[config.mk]
export PLATFORM = sky130hd
export DESIGN_NAME = color_key_run_extractor_top
export DESIGN_NICKNAME = d
export VERILOG_FILES = /design/src/ckre_pkg.sv /design/src/ckre_key_match.sv /design/src/ckre_run_track.sv /design/src/ckre_out_fifo.sv /design/src/color_key_run_extractor_top.sv
export SDC_FILE = /design/constraint.sdc
export NUM_CORES = 1
export LEC_CHECK = 0
export ABC_AREA = 0
export BUFFER_PORTS_ARGS = -buffer_cell sky130_fd_sc_hd__buf_2
export CAP_MARGIN = 30
export CORE_MARGIN = 2
export CORE_UTILIZATION = 60
export CTS_CLUSTER_DIAMETER = 40
export CTS_CLUSTER_SIZE = 30
export DETAILED_ROUTE_END_ITERATION = 12
export PLACE_DENSITY = 0.78
export SLEW_MARGIN = 40
export SYNTH_ARGS = -nofsm -noshare
export SYNTH_HDL_FRONTEND = slang
export SYNTH_HIERARCHICAL = 1
export SYNTH_SLANG_ARGS = --single-unit
[constraint.sdc]
create_clock -name i_clk -period 16.7 [get_ports i_clk]
set_input_delay 0.835 -clock i_clk [delete_from_list [all_inputs] [get_ports i_clk]]
set_output_delay 0.835 -clock i_clk [all_outputs]
set_load 0.02 [all_outputs]
[src/ckre_pkg.sv]
`timescale 1ns / 1ps
// ----------------------------------------------------------------------------
// ckre_pkg
// Shared types and constants for the color key run extractor.
// ----------------------------------------------------------------------------
package ckre_pkg;

    localparam int COORD_W   = 13;
    localparam int KEY_W     = 24;
    localparam int CHAN_W    = 8;
    localparam int CFG_IDX_W = 2;
    localparam int FIFO_DEPTH = 4;
    localparam int FIFO_PTR_W = $clog2(FIFO_DEPTH);

    localparam logic [CFG_IDX_W-1:0] CFG_KEY_COLOR     = 2'd0;
    localparam logic [CFG_IDX_W-1:0] CFG_KEY_TOLERANCE = 2'd1;
    localparam logic [CFG_IDX_W-1:0] CFG_FRAME_WIDTH   = 2'd2;
    localparam logic [CFG_IDX_W-1:0] CFG_FRAME_HEIGHT  = 2'd3;

    localparam logic KIND_RUN = 1'b0;
    localparam logic KIND_BOX = 1'b1;

    typedef struct packed {
        logic               kind;
        logic [COORD_W-1:0] x_begin;
        logic [COORD_W-1:0] y_begin;
        logic [COORD_W-1:0] x_end;
        logic [COORD_W-1:0] y_end;
        logic               empty_region;
        logic               last;
    } t_result;

endpackage

[src/ckre_key_match.sv]
`timescale 1ns / 1ps
// ----------------------------------------------------------------------------
// ckre_key_match
// Per-channel window compare of a pixel against the key and tolerance bytes.
// ----------------------------------------------------------------------------
module ckre_key_match (
    input  logic [ckre_pkg::CHAN_W-1:0] i_chan_low,
    input  logic [ckre_pkg::CHAN_W-1:0] i_chan_mid,
    input  logic [ckre_pkg::CHAN_W-1:0] i_chan_high,
    input  logic [ckre_pkg::KEY_W-1:0]  i_key_color,
    input  logic [ckre_pkg::KEY_W-1:0]  i_key_tolerance,
    output logic                        o_transparent
);
    import ckre_pkg::*;

    logic [3*CHAN_W-1:0] pix;
    logic [2:0]          hit;

    assign pix = {i_chan_high, i_chan_mid, i_chan_low};

    // The upper bound keeps its carry bit, so a sum past 255 acts as a saturated bound.
    for (genvar c = 0; c < 3; c++) begin : g_chan
        logic [CHAN_W:0] upper;
        assign upper  = {1'b0, i_key_color[c*CHAN_W +: CHAN_W]}
                      + {1'b0, i_key_tolerance[c*CHAN_W +: CHAN_W]};
        assign hit[c] = (pix[c*CHAN_W +: CHAN_W] >= i_key_color[c*CHAN_W +: CHAN_W])
                     && ({1'b0, pix[c*CHAN_W +: CHAN_W]} <= upper);
    end

    assign o_transparent = &hit;

endmodule

[src/ckre_run_track.sv]
`timescale 1ns / 1ps
// ----------------------------------------------------------------------------
// ckre_run_track
// Scan position, open run and bounding box state; builds up to two results.
// ----------------------------------------------------------------------------
module ckre_run_track #(
    parameter int CW = 13
) (
    input  logic              i_clk,
    input  logic              i_rst_n,
    input  logic              i_step,
    input  logic              i_transparent,
    input  logic [CW-1:0]     i_width,
    input  logic [CW-1:0]     i_height,
    output ckre_pkg::t_result o_res0,
    output ckre_pkg::t_result o_res1,
    output logic [1:0]        o_res_count
);
    import ckre_pkg::*;

    logic [CW-1:0] r_column, r_row, r_run_start;
    logic [CW-1:0] r_box_left, r_box_top, r_box_right, r_box_bottom;
    logic          r_run_open, r_any_run;

    logic [CW-1:0] col_inc, row_inc, run_x0, run_x1;
    logic [CW-1:0] box_l, box_t, box_r, box_b;
    logic          row_end, frame_end, close_now, close_end, emit, any_run;
    t_result       run_res, box_res;

    assign col_inc   = r_column + 1'b1;
    assign row_inc   = r_row + 1'b1;
    assign row_end   = col_inc >= i_width;
    assign frame_end = row_end && (row_inc >= i_height);

    // A transparent pixel closes an open run; an opaque pixel at the row end
    // closes the run it is part of, whether just opened or not.
    assign close_now = i_transparent && r_run_open;
    assign close_end = row_end && !i_transparent;
    assign emit      = close_now || close_end;
    assign run_x0    = r_run_open ? r_run_start : r_column;
    assign run_x1    = close_now ? r_column : col_inc;

    assign box_l   = (emit && run_x0 < r_box_left)   ? run_x0  : r_box_left;
    assign box_t   = (emit && r_row < r_box_top)     ? r_row   : r_box_top;
    assign box_r   = (emit && run_x1 > r_box_right)  ? run_x1  : r_box_right;
    assign box_b   = (emit && row_inc > r_box_bottom) ? row_inc : r_box_bottom;
    assign any_run = r_any_run || emit;

    always_comb begin
        run_res.kind         = KIND_RUN;
        run_res.x_begin      = COORD_W'(run_x0);
        run_res.y_begin      = COORD_W'(r_row);
        run_res.x_end        = COORD_W'(run_x1);
        run_res.y_end        = COORD_W'(row_inc);
        run_res.empty_region = 1'b0;
        run_res.last         = !frame_end;

        box_res.kind         = KIND_BOX;
        box_res.x_begin      = any_run ? COORD_W'(box_l) : '0;
        box_res.y_begin      = any_run ? COORD_W'(box_t) : '0;
        box_res.x_end        = any_run ? COORD_W'(box_r) : '0;
        box_res.y_end        = any_run ? COORD_W'(box_b) : '0;
        box_res.empty_region = !any_run;
        box_res.last         = 1'b1;
    end

    assign o_res0      = emit ? run_res : box_res;
    assign o_res1      = box_res;
    assign o_res_count = {1'b0, emit} + {1'b0, frame_end};

    always_ff @(posedge i_clk) begin
        if (!i_rst_n) begin
            r_column     <= '0;
            r_row        <= '0;
            r_run_open   <= 1'b0;
            r_run_start  <= '0;
            r_box_left   <= '1;
            r_box_top    <= '1;
            r_box_right  <= '0;
            r_box_bottom <= '0;
            r_any_run    <= 1'b0;
        end else if (i_step) begin
            if (frame_end) begin
                r_column     <= '0;
                r_row        <= '0;
                r_run_open   <= 1'b0;
                r_run_start  <= '0;
                r_box_left   <= '1;
                r_box_top    <= '1;
                r_box_right  <= '0;
                r_box_bottom <= '0;
                r_any_run    <= 1'b0;
            end else begin
                r_column     <= row_end ? '0 : col_inc;
                r_row        <= row_end ? row_inc : r_row;
                r_run_open   <= !i_transparent && !row_end;
                r_run_start  <= run_x0;
                r_box_left   <= box_l;
                r_box_top    <= box_t;
                r_box_right  <= box_r;
                r_box_bottom <= box_b;
                r_any_run    <= any_run;
            end
        end
    end

endmodule

[src/ckre_out_fifo.sv]
`timescale 1ns / 1ps
// ----------------------------------------------------------------------------
// ckre_out_fifo
// Small result queue: takes up to two results per cycle, hands out one.
// ----------------------------------------------------------------------------
module ckre_out_fifo (
    input  logic              i_clk,
    input  logic              i_rst_n,
    input  logic [1:0]        i_push_count,
    input  ckre_pkg::t_result i_res0,
    input  ckre_pkg::t_result i_res1,
    output logic              o_room,
    output logic              o_valid,
    input  logic              i_ready,
    output ckre_pkg::t_result o_res
);
    import ckre_pkg::*;

    t_result                 r_entry [FIFO_DEPTH];
    logic [FIFO_PTR_W-1:0]   r_wr_ptr, r_rd_ptr;
    logic [FIFO_PTR_W:0]     r_count;
    logic                    pop;

    assign o_valid = r_count != '0;
    assign o_res   = r_entry[r_rd_ptr];
    assign pop     = o_valid && i_ready;
    // Room for the worst case of two results from one pixel.
    assign o_room  = r_count <= (FIFO_PTR_W+1)'(FIFO_DEPTH - 2);

    always_ff @(posedge i_clk) begin
        if (i_push_count != 2'd0) begin
            r_entry[r_wr_ptr] <= i_res0;
        end
        if (i_push_count == 2'd2) begin
            r_entry[r_wr_ptr + 1'b1] <= i_res1;
        end
    end

    always_ff @(posedge i_clk) begin
        if (!i_rst_n) begin
            r_wr_ptr <= '0;
            r_rd_ptr <= '0;
            r_count  <= '0;
        end else begin
            r_wr_ptr <= r_wr_ptr + FIFO_PTR_W'(i_push_count);
            r_rd_ptr <= r_rd_ptr + FIFO_PTR_W'(pop);
            r_count  <= r_count + (FIFO_PTR_W+1)'(i_push_count)
                      - (FIFO_PTR_W+1)'(pop);
        end
    end

endmodule

[src/color_key_run_extractor_top.sv]
`timescale 1ns / 1ps
// ----------------------------------------------------------------------------
// color_key_run_extractor_top
// Color key run extractor: opaque runs per row and the frame bounding box.
// ----------------------------------------------------------------------------
// Pixels enter in scan order, one word per clock. Each pixel sits in an input
// register while the key compare and run/box update run, and its
// results (none, one or two) go into a four-entry result queue. A new pixel is
// taken every cycle as long as the queue has room for two words; the queue
// drains one word per clock while the receiver is ready; a pixel that ends a run
// at the last column of the frame adds two words. Frame size writes are clamped to
// the range 1..MAX_DIM when taken. Configuration writes are accepted at once.
module color_key_run_extractor_top #(
    parameter int MAX_DIM = 4096
) (
    input  logic                             i_clk,
    input  logic                             i_rst_n,

    input  logic                             i_cfg_valid,
    output logic                             o_cfg_ready,
    input  logic [ckre_pkg::CFG_IDX_W-1:0]   i_cfg_index,
    input  logic [ckre_pkg::KEY_W-1:0]       i_cfg_data,

    input  logic                             i_valid,
    output logic                             o_ready,
    input  logic [ckre_pkg::CHAN_W-1:0]      i_chan_low,
    input  logic [ckre_pkg::CHAN_W-1:0]      i_chan_mid,
    input  logic [ckre_pkg::CHAN_W-1:0]      i_chan_high,

    output logic                             o_valid,
    input  logic                             i_ready,
    output logic                             o_kind,
    output logic [ckre_pkg::COORD_W-1:0]     o_x_begin,
    output logic [ckre_pkg::COORD_W-1:0]     o_y_begin,
    output logic [ckre_pkg::COORD_W-1:0]     o_x_end,
    output logic [ckre_pkg::COORD_W-1:0]     o_y_end,
    output logic                             o_empty_region,
    output logic                             o_last
);
    import ckre_pkg::*;

    localparam int CW = $clog2(MAX_DIM + 1);

    logic [KEY_W-1:0]  r_key_color, r_key_tolerance;
    logic [CW-1:0]     r_frame_w, r_frame_h;
    logic              r_pix_valid;
    logic [CHAN_W-1:0] r_chan_low, r_chan_mid, r_chan_high;

    logic              transparent, room, advance;
    logic [1:0]        res_count;
    t_result           res0, res1, out_res;
    logic [CW-1:0]     size_clamped;
    logic [COORD_W-1:0] size_raw;

    // A size of 0 acts as 1, anything past MAX_DIM as MAX_DIM.
    assign size_raw = i_cfg_data[COORD_W-1:0];
    always_comb begin
        if (size_raw == '0) begin
            size_clamped = CW'(1);
        end else if (size_raw > MAX_DIM) begin
            size_clamped = CW'(MAX_DIM);
        end else begin
            size_clamped = CW'(size_raw);
        end
    end

    assign o_cfg_ready = 1'b1;

    always_ff @(posedge i_clk) begin
        if (!i_rst_n) begin
            r_key_color     <= '0;
            r_key_tolerance <= '0;
            r_frame_w       <= CW'(1);
            r_frame_h       <= CW'(1);
        end else if (i_cfg_valid) begin
            unique case (i_cfg_index)
                CFG_KEY_COLOR:     r_key_color     <= i_cfg_data;
                CFG_KEY_TOLERANCE: r_key_tolerance <= i_cfg_data;
                CFG_FRAME_WIDTH:   r_frame_w       <= size_clamped;
                CFG_FRAME_HEIGHT:  r_frame_h       <= size_clamped;
                default: ;
            endcase
        end
    end

    assign advance = r_pix_valid && room;
    assign o_ready = !r_pix_valid || advance;

    always_ff @(posedge i_clk) begin
        if (!i_rst_n) begin
            r_pix_valid <= 1'b0;
        end else if (o_ready) begin
            r_pix_valid <= i_valid;
        end
    end

    always_ff @(posedge i_clk) begin
        if (o_ready && i_valid) begin
            r_chan_low  <= i_chan_low;
            r_chan_mid  <= i_chan_mid;
            r_chan_high <= i_chan_high;
        end
    end

    ckre_key_match u_key_match (
        .i_chan_low      (r_chan_low),
        .i_chan_mid      (r_chan_mid),
        .i_chan_high     (r_chan_high),
        .i_key_color     (r_key_color),
        .i_key_tolerance (r_key_tolerance),
        .o_transparent   (transparent)
    );

    ckre_run_track #(
        .CW (CW)
    ) u_run_track (
        .i_clk         (i_clk),
        .i_rst_n       (i_rst_n),
        .i_step        (advance),
        .i_transparent (transparent),
        .i_width       (r_frame_w),
        .i_height      (r_frame_h),
        .o_res0        (res0),
        .o_res1        (res1),
        .o_res_count   (res_count)
    );

    ckre_out_fifo u_out_fifo (
        .i_clk        (i_clk),
        .i_rst_n      (i_rst_n),
        .i_push_count (advance ? res_count : 2'd0),
        .i_res0       (res0),
        .i_res1       (res1),
        .o_room       (room),
        .o_valid      (o_valid),
        .i_ready      (i_ready),
        .o_res        (out_res)
    );

    assign o_kind         = out_res.kind;
    assign o_x_begin      = out_res.x_begin;
    assign o_y_begin      = out_res.y_begin;
    assign o_x_end        = out_res.x_end;
    assign o_y_end        = out_res.y_end;
    assign o_empty_region = out_res.empty_region;
    assign o_last         = out_res.last;

endmodule

* Word-level counts from Yosys, hierarchy flattened *
Memory sizes are Yosys's and may differ from the RTL's. A register that Yosys moved wholly into a read port is not among the register bits.
Cells that the tools add are included.

storage, ports and cells
  register bits = 199
  bits in writable memories = 220
  input bits = 55
  output and inout port bits = 58
  logic and storage cells = 113
  memories kept = 1

memories
  name                words  width  rd ports  clocked after memory_dff  write ports  RTL line             text
  u_out_fifo.r_entry  4      55     1         1                         2            ckre_out_fifo.sv:19  t_result r_entry [FIFO_DEPTH];

operators by class
  add/subtract/negate cells = 11
  order comparisons = 14
  equality and inequality tests = 4
  mux-type cells = 30
  reduce and logical (&&, ||, !) cells = 33

operators with widths
  operator                                                                          count
  13-bit 2-to-1 mux                                                                 21
  55-bit 2-to-1 mux                                                                 1
  8-bit by 8-bit adder with 9-bit output                                            3
  8-bit by 9-bit less-or-equal comparator with 1-bit output                         3
  13-bit by 1-bit adder with 13-bit output, second input constant                   2
  13-bit >= comparator                                                              2
  13-bit > comparator                                                               2
  13-bit less-than comparator                                                       2
  8-bit >= comparator                                                               3
  1-bit logical AND                                                                 14
  13-bit > comparator, second input constant                                        1
  13-bit zero test                                                                  1
  2-bit AND reduction                                                               5
  2-bit == test, second input constant                                              3
  1-bit 2-to-1 mux                                                                  6
  1-bit zero test                                                                   5
  2-bit 2-to-1 mux                                                                  2
  2-bit nonzero test                                                                2
  3-bit by 2-bit adder with 3-bit output                                            1
  3-bit by 2-bit less-or-equal comparator with 1-bit output, second input constant  1
  1-bit logical OR                                                                  3
  3-bit AND reduction                                                               1
  3-bit nonzero test                                                                1
  3-bit by 1-bit subtractor with 3-bit output                                       1
  6 further kinds                                                                   6

* Logic depth before layout (Yosys ltp) *
Gate-level depths: netlist of run 1.

  depth in word-level cells = 12
  gate-level depth with buffers = 29
  mapped depth without buffers = 26

* Hierarchy *
The synthesis of run 1 kept the hierarchy.

by module, submodules not included
  module                       times used  cells an instance  area an instance (um^2)  sequential area each (um^2)
  ckre_out_fifo                1           577                11,040.6                 6,746.5
  ckre_run_track               1           1,065              7,922.6                  1,861.8
  color_key_run_extractor_top  1           378                3,687.3                  2,222.1
  ckre_key_match               1           245                2,004.4                  0.0

* Worst setup path before layout of run 1 *
Ideal clock, no wire load.

  path kind = reg2reg
  start = register r_key_color[8]
  end = memory u_out_fifo/r_entry[0][0] (netlist name), enable pin
  library setup time = 0.544 ns
  arrival = 8.238 ns
  required time = 16.156 ns
  setup slack = 7.918 ns
  cell stages (with the launch flop) = 23
  path buffers = 3
  period minus slack after synthesis = 8.782 ns
  path through = dfxtp_1 ha_1 fa_1 nand2_1 a21oi_1 o21ai_0 nand2b_1 xnor2_1 ha_1 a211o_1 o221ai_1 a21oi_1 o221a_2 nor4_2 a211oi_2 or2_1 buf_4 buf_6 buf_6 ha_1 and3_1 o21bai_1 o21ai_0

RTL lines
  what                    RTL line                           text
  start, declared         color_key_run_extractor_top.sv:44  logic [KEY_W-1:0] r_key_color, r_key_tolerance;
  start signal, assigned  color_key_run_extractor_top.sv:77  CFG_KEY_COLOR: r_key_color <= i_cfg_data;
  end, declared           ckre_out_fifo.sv:19

==> out/metrics.yaml, run 1 <==
antenna_found_initial: 0
io_pins: 113
synth_seq_area_share_pct: 43.9
yosysTopAreaCell: "edfxtp_1"
core_region_area_sq_mm: 0.0407
hold_ws_ns: 0.401
finalSetupTns_ns: 0
drt_iter0_drc: 1431
maxSlewViolCount: 0
status: "finished, final reports clean"
synth.area.top_cells: "edfxtp_1 30%, dfxtp_1 14%, mux2_2 10%"
ys_warn_count: 6
tritoncts: "done"
gr-total-overflow: 0
path_max_fanout: 39
cts.reportedPaths.clkPinSlew_ns: 0.06
synthDistinctLibCells: 89
finalNonFillerCells: 2900
postCtsSetupBuffers: 0
grt_pass1_wl_microns: 92100
cts_buffers: 60
clock_sinks: 419
port_buffers: 111
ant_nets: 0
dr.pass1.iters: 6
multi_input_area_sq_mm: 0.0126
synth_enable_flop_cells: 244
hold_viol: 0
fmax_mhz: 137
p_leak_nw: 10.7
synth_area_sq_mm: 0.0247
cts.htree.levels: 2
die_h_microns: 207
grt_max_degree: 98
mostFrequentLayoutCells: "319 x nand2_1, 244 x edfxtp_1, 229 x mux2_2"
p_per_area_mw_per_mm2: 126
total_power_mw: 3.47
area_delta_synth_final_pct: 11.3
cp-end-kind: "flip-flop"
clockBufferDepth: 3
drc: 0
synth_cells: 2265
first_global_vias: 17800
worstMarginPinSlew_ns: 0.857
area.sequential_sq_mm: 0.0108
dieArea_sq_mm: 0.0427
grt_use_total_pct: 27.2
avgSynthCellArea_sq_um: 10.9
layout_commonest_cell: "nand2_1"
dp_hpwl_microns: 37800
cp.arrival_ns: 7.67
placed_cells: 2784
cts-resized-gates: 0
initial_core_util_pct: 60.5
cts_root_buf: "clkbuf_16"
start_kind: "flip-flop"
vias_per_cell: 6.11
fin_skew_ns: 0.0174
maxCapViolCount: 0
peakVddDrop_uv: 81.6
grt_setup_unrepaired: "no"
async_flop_share_pct: 0
ys.flop_type: "edfxtp_1"
period_share_pct: 43.9
hp-class: "in2reg"
antenna_cells: 0
row_count: 74
timing.slew.headroom_pct: 42.9
min_period_ns: 7.33
clk_latency_ns: 0.61
setup_violations: 0
drt-total-wl_microns: 57800
yosysTopAreaCellShare_pct: 29.7
critPathKind: "reg2reg"
gp_congestion: 0.927
drive_above_1_share_pct: 23.9
die_w_microns: 207
ys_ff_latch: 419
required_ns: 17.05
num-nets-final: 2530
vias: 17700
n_fill_cell: 3011
wl_per_cell_microns: 19.9
ctsHoldBuffers: 0
==> sequential cells by signal, indices dropped and copies added (netlist names) <==
| name | cells |
|---|---|
| r_pix_valid | 1 |
| u_run_track/r_box_left | 13 |
| u_out_fifo/r_entry | 220 |
| u_run_track/r_any_run | 1 |
| u_run_track/r_run_open | 1 |
| u_out_fifo/r_wr_ptr | 2 |
| u_run_track/r_column | 13 |
| r_key_tolerance | 24 |
| u_run_track/r_box_top | 13 |
| r_chan_high | 8 |
| u_run_track/r_row | 13 |
| r_chan_mid | 8 |
| u_out_fifo/r_count | 3 |
| u_run_track/r_run_start | 13 |
| u_run_track/r_box_bottom | 13 |
| r_frame_w | 13 |
| r_key_color | 24 |
| u_run_track/r_box_right | 13 |
| u_out_fifo/r_rd_ptr | 2 |
| r_chan_low | 8 |
| r_frame_h | 13 |
==> area by class of cell <==
type	count	area share, %
Sequential cell	419	39.5
Clock buffer	66	5.70
Clock inverter	48	1.88
Inverter	128	1.75
Tap cell	532	2.43
Multi-Input combinational cell	1572	45.9
Timing Repair Buffer	135	2.86
==> worst max-delay path, stage by stage, from the launching register on <==
cell	delay [ns]
dfxtp_1	0.33
ha_1	0.23
fa_1	0.41
nand2_1	0.12
a21oi_1	0.10
o21ai_0	0.16
nand2b_1	0.09
xnor2_1	0.13
ha_1	0.31
a211o_1	0.32
o221ai_1	0.17
a21oi_1	0.06
o221a_2	0.29
nor4_2	0.70
and2_1	0.75
nor4_1	0.18
nand2_1	0.13
xnor2_1	0.20
ha_1	0.39
nand4_1	0.12
nor3_1	0.27
o21ai_0	0.15
o211ai_1	0.15
o211a_1	0.19
buf_4	0.41
mux2i_1	0.27
nor2_1	0.12
mux2_2	0.31
==> metal layers <==
metal  vias up  part of all wire (%)  global-route usage (%)  routed length [microns]
met1      8674                    42                    35.0                    24500
met3       101                   5.5                    3.56                     3210
met4         0                   2.4                    9.63                     1370
li1       8363                     -                       -                        -
met5         -                     0                       0                        0
met2       578                    50                    47.4                    28800
==> synthesized netlist by cell type, drive strengths merged, types with 12 or more instances <==
master   count
mux2i       45
and3        12
a21boi      99
o22a        13
mux2       232
a211oi      38
mux4        55
nor3        21
nor2b       35
edfxtp     244
o2bb2ai     15
buf         89
nand2      320
xnor2       22
nand3b      14
ha         155
nor2       100
a21oi       82
inv        127
xor2        30
a21o        13
o21ai       79
nand4       27
clkbuf      58
nand3       38
dfxtp      175
==> metrics by stage <==
| step | util [%] | setup WS, ns | instance area (sq um) |
|---|---|---|---|
| after floorplan | - | 7.92 | 24700 |
| after global placement | 61.9 | 9.65 | 25200 |
| after detailed placement | 62.1 | 9.53 | 25300 |
| after CTS | 67.2 | 9.48 | 27400 |
| after global routing | 67.4 | 9.00 | 27400 |
| final | 67.4 | 9.37 | 27400 |
==> path summary, 6_finish.rpt <==
check                     startpoint                         to  slack, ns  cells past startpoint
setup / recovery      r_key_color[8]  u_out_fifo/r_entry[3][23]       9.37                     27
hold reg to reg   r_key_tolerance[4]         r_key_tolerance[4]       0.46                      2
hold / removal         i_chan_mid[0]              r_chan_mid[0]       0.40                      1
setup reg to reg      r_key_color[8]  u_out_fifo/r_entry[3][23]       9.37                     27
==> report_power, final <==
part	internal (mW)	switching, mW
sequential	1.21	0.0578
combinational	0.356	0.554
clock	0.766	0.523
==> kinds of logic (layout without fill, tap and decap cells) <==
kind of cell,count (synthesis),in the layout,share of synthesized area (%)
AND/OR/NAND/NOR,619,619,11.6
adder cells (fa/ha/maj),159,159,8.19
multiplexers,332,332,17.4
XOR/XNOR,54,54,2.03
buffers and inverters,275,377,5.39
AO/OA/AOI/OAI,405,405,11.4
other,2,3,0.0305
flip-flops,419,419,43.9
(Power assumes the default switching activity.)
==> run 2: changes to the inputs <==
--- a/config.mk
+++ b/config.mk
@@ -5,11 +5,11 @@
 export SDC_FILE = /design/constraint.sdc
 export NUM_CORES = 1
 export LEC_CHECK = 0
-export ABC_AREA = 0
+export ABC_AREA = 1
 export BUFFER_PORTS_ARGS = -buffer_cell sky130_fd_sc_hd__buf_2
 export CAP_MARGIN = 30
 export CORE_MARGIN = 2
-export CORE_UTILIZATION = 60
+export CORE_UTILIZATION = 57
 export CTS_CLUSTER_DIAMETER = 40
 export CTS_CLUSTER_SIZE = 30
 export DETAILED_ROUTE_END_ITERATION = 12
==> constraint.sdc (replaced) <==
create_clock -name i_clk -period 6.5 [get_ports i_clk]
set_input_delay 0.325 -clock i_clk [delete_from_list [all_inputs] [get_ports i_clk]]
set_output_delay 0.325 -clock i_clk [all_outputs]
set_load 0.02 [all_outputs]
==> out/metrics.yaml, run 2 <==
num-nets-final: 3459  # +37%
row_count: 76  # +2.7%
dr.pass1.iters: 6  # unchanged
grt_pass1_wl_microns: 109000  # +19%
synth_seq_area_share_pct: 43.8  # -0.10 points
async_flop_share_pct: 0  # unchanged
gr-total-overflow: 0  # unchanged
largest_reg_flops: 220  # unchanged
top_regs: "u_out_fifo/r_entry x220, r_key_color x24, r_key_tolerance x24"
n_fill_cell: 3555  # +18%
largest-register: "u_out_fifo/r_entry"
area_delta_synth_final_pct: 12.9
vias_per_cell: 5.81  # -5.0%
slowest_delay_ns: 0.60  # -0.15 ns
min_period_ns: 5.70  # -1.63 ns
clk_latency_ns: 0.62  # about the same
worstMarginPinSlew_ns: 0.810  # -0.0465 ns
period_share_pct: 87.7  # +44 points
avgSynthCellArea_sq_um: 7.78  # -29%
synth_enable_flop_cells: 244  # unchanged
required_ns: 6.94  # -10.11 ns
ant_nets: 0  # unchanged
finalSetupTns_ns: 0  # unchanged
die_h_microns: 212  # +2.7%
grt_max_degree: 111  # +13%
grt_util_met3_pct: 5.45  # +1.9 points
fin_skew_ns: 0.0298  # +0.0123 ns
cp-end-kind: "flip-flop"
grt-busiest-layer: "met2"
initial_core_util_pct: 57.5  # -3.0 points
p_per_area_mw_per_mm2: 366  # +190%
setup_violations: 0  # unchanged
drt-total-wl_microns: 69200  # +20%
maxCapViolCount: 0  # unchanged
layout_setup_ws_ns: 0.802  # -8.57 ns
drive_above_1_share_pct: 10.0  # -14 points
grt_setup_unrepaired: "no"
status: "finished, final reports clean"
use_met2_pct: 51.4  # +4.0 points
use_met1_pct: 39.9  # +4.9 points
hp-class: "in2reg"
antenna_found_initial: 1  # +1
holdPathStages: 3  # +2
peakVddDrop_uv: 248  # +200%
port_buffers: 111  # unchanged
dieArea_sq_mm: 0.0450  # +5.4%
path_max_fanout: 14  # -64%
reg2regPathDepth: 35  # +30%
clockBufferDepth: 3  # unchanged
drt_iter0_drc: 2336  # +63%
yosysTopAreaCellShare_pct: 29.6  # -0.071 points
die_w_microns: 212  # +2.7%
grt_use_total_pct: 30.6  # +3.3 points
synthDistinctLibCells: 47  # -47%
yosys.cell_count.top_type: "nand2_1"
cp.arrival_ns: 6.14  # -1.53 ns
cts.htree.levels: 2  # unchanged
p_leak_nw: 11.5  # +7.2%
tritoncts: "done"
dpl_worst_slack_ns: 0.880  # -8.65 ns
ys_ff_latch: 419  # unchanged
critPathKind: "reg2reg"
ys_top_cells_by_count: "709 x nand2_1, 301 x o21ai_0, 300 x inv_1"
placed_cells: 3735  # +34%
cts_buffers: 56  # -6.7%
timing.slew.headroom_pct: 46.0  # +3.1 points
drc: 0  # unchanged
finalNonFillerCells: 3877  # +34%
hold_ws_ns: 0.0360  # -0.365 ns
clock_sinks: 419  # unchanged
ys.flop_type: "edfxtp_1"
cts-resized-gates: 0  # unchanged
synth.area.top_cells: "edfxtp_1 30%, dfxtp_1 14%, nand2_1 11%"
start_kind: "flip-flop"
dp_hpwl_microns: 45200  # +20%
mostFrequentLayoutCells: "703 x nand2_1, 301 x o21ai_0, 297 x inv_1"
cts.reportedPaths.clkPinSlew_ns: 0.06  # about the same
yosysTopAreaCell: "edfxtp_1"
layout_commonest_cell: "nand2_1"
fmax_mhz: 175  # +29%
synth_cells: 3177  # +40%
wl_per_cell_microns: 17.8  # -11%
vias: 22500  # +27%
cp_common_cell: "nand2_1"
cp_slowest_cell: "a21oi_2"
gp_congestion: 0.972  # +4.9%
hold_viol: 0  # unchanged
ys_warn_count: 6  # unchanged
io_pins: 113  # unchanged
core_region_area_sq_mm: 0.0430  # +5.5%
maxSlewViolCount: 0  # unchanged
first_global_vias: 21400  # +20%
cts_root_buf: "clkbuf_16"
synth_area_sq_mm: 0.0247  # +0.24%
[run 2: cell count changes in the layout (fill, tap and decap cells not counted), moves of 139 or more]
cell     before  now
a21oi_1      81  220
o21ai_1       9  175
inv_1       127  297
nand2_1     319  703
mux2_2      229    0
nor2_1       96  271
nand3_1      38  207
o21ai_0      68  301
[run 2: final timing paths]
kind | startpoint | to | slack, ns
setup / recovery | r_key_color[8] | u_out_fifo/r_entry[1][16] | 0.80
hold / removal | i_cfg_data[2] | r_key_tolerance[2] | 0.04
setup reg to reg | r_key_color[8] | u_out_fifo/r_entry[1][16] | 0.80
hold reg to reg | u_run_track/r_run_start[10] | u_run_track/r_run_start[10] | 0.46
[run 2: final cells by class]
type	count	area, sq um	share of cell area, %
Clock buffer	60	1470	5.27
Clock inverter	44	512	1.83
Tap cell	585	732	2.62
Inverter	318	1200	4.29
Timing Repair Buffer	191	1380	4.93
Antenna cell	1	2.50	0.00897
Sequential cell	419	10800	38.8
Multi-Input combinational cell	2259	11800	42.2
[run 2: power breakdown]
part | total (mW) | internal [mW] | switching (mW)
sequential | 3.27 | 3.11 | 0.152
clock | 3.20 | 1.87 | 1.33
combinational | 3.75 | 1.04 | 2.71
[run 2: kinds of logic after synthesis]
group	synth area share, %
and+or+nand+nor	21.7
AOI/OAI and AO/OA	16.4
buffers and inverters	8.81
DFF	43.8
adders and majority gates	8.17
xor gates and xnor gates	1.03
other	0.0304
[run 2: per-layer routing]
| layer | up-vias | routed length [microns] | part of all wire [%] |
|---|---|---|---|
| met5 | - | 0 | 0 |
| met4 | 0 | 2070 | 3.0 |
| met3 | 160 | 6680 | 9.7 |
| met2 | 1116 | 32200 | 47 |
| met1 | 10400 | 28200 | 41 |
| li1 | 10900 | - | - |
[run 2: timing repair]
| item | in CTS | in global routing |
|---|---|---|
| setup buffers | 0 | 0 |
| hold buffers | 37 | 0 |
| hold endpoints to repair | 47 | 0 |
[run 2: through the flow]
stage	utilization, %	power (mW)	area (sq um)
after floorplan	-	5.95	24700
after global placement	59.4	6.82	25500
after detailed placement	59.4	6.95	25500
after CTS	64.9	10.2	27900
after global routing	64.9	10.8	27900
final	64.9	10.2	27900
[run 2: critical path: cells and delay by family (launching register included)]
| kind | cells | cell delay [ns] |
|---|---|---|
| adder cells (fa/ha/maj) | 4 | 1.24 |
| AO/OA/AOI/OAI | 3 | 0.90 |
| XOR/XNOR | 1 | 0.17 |
| buffers and inverters | 4 | 0.54 |
| AND/OR/NAND/NOR | 23 | 2.39 |
| flip-flops | 1 | 0.32 |
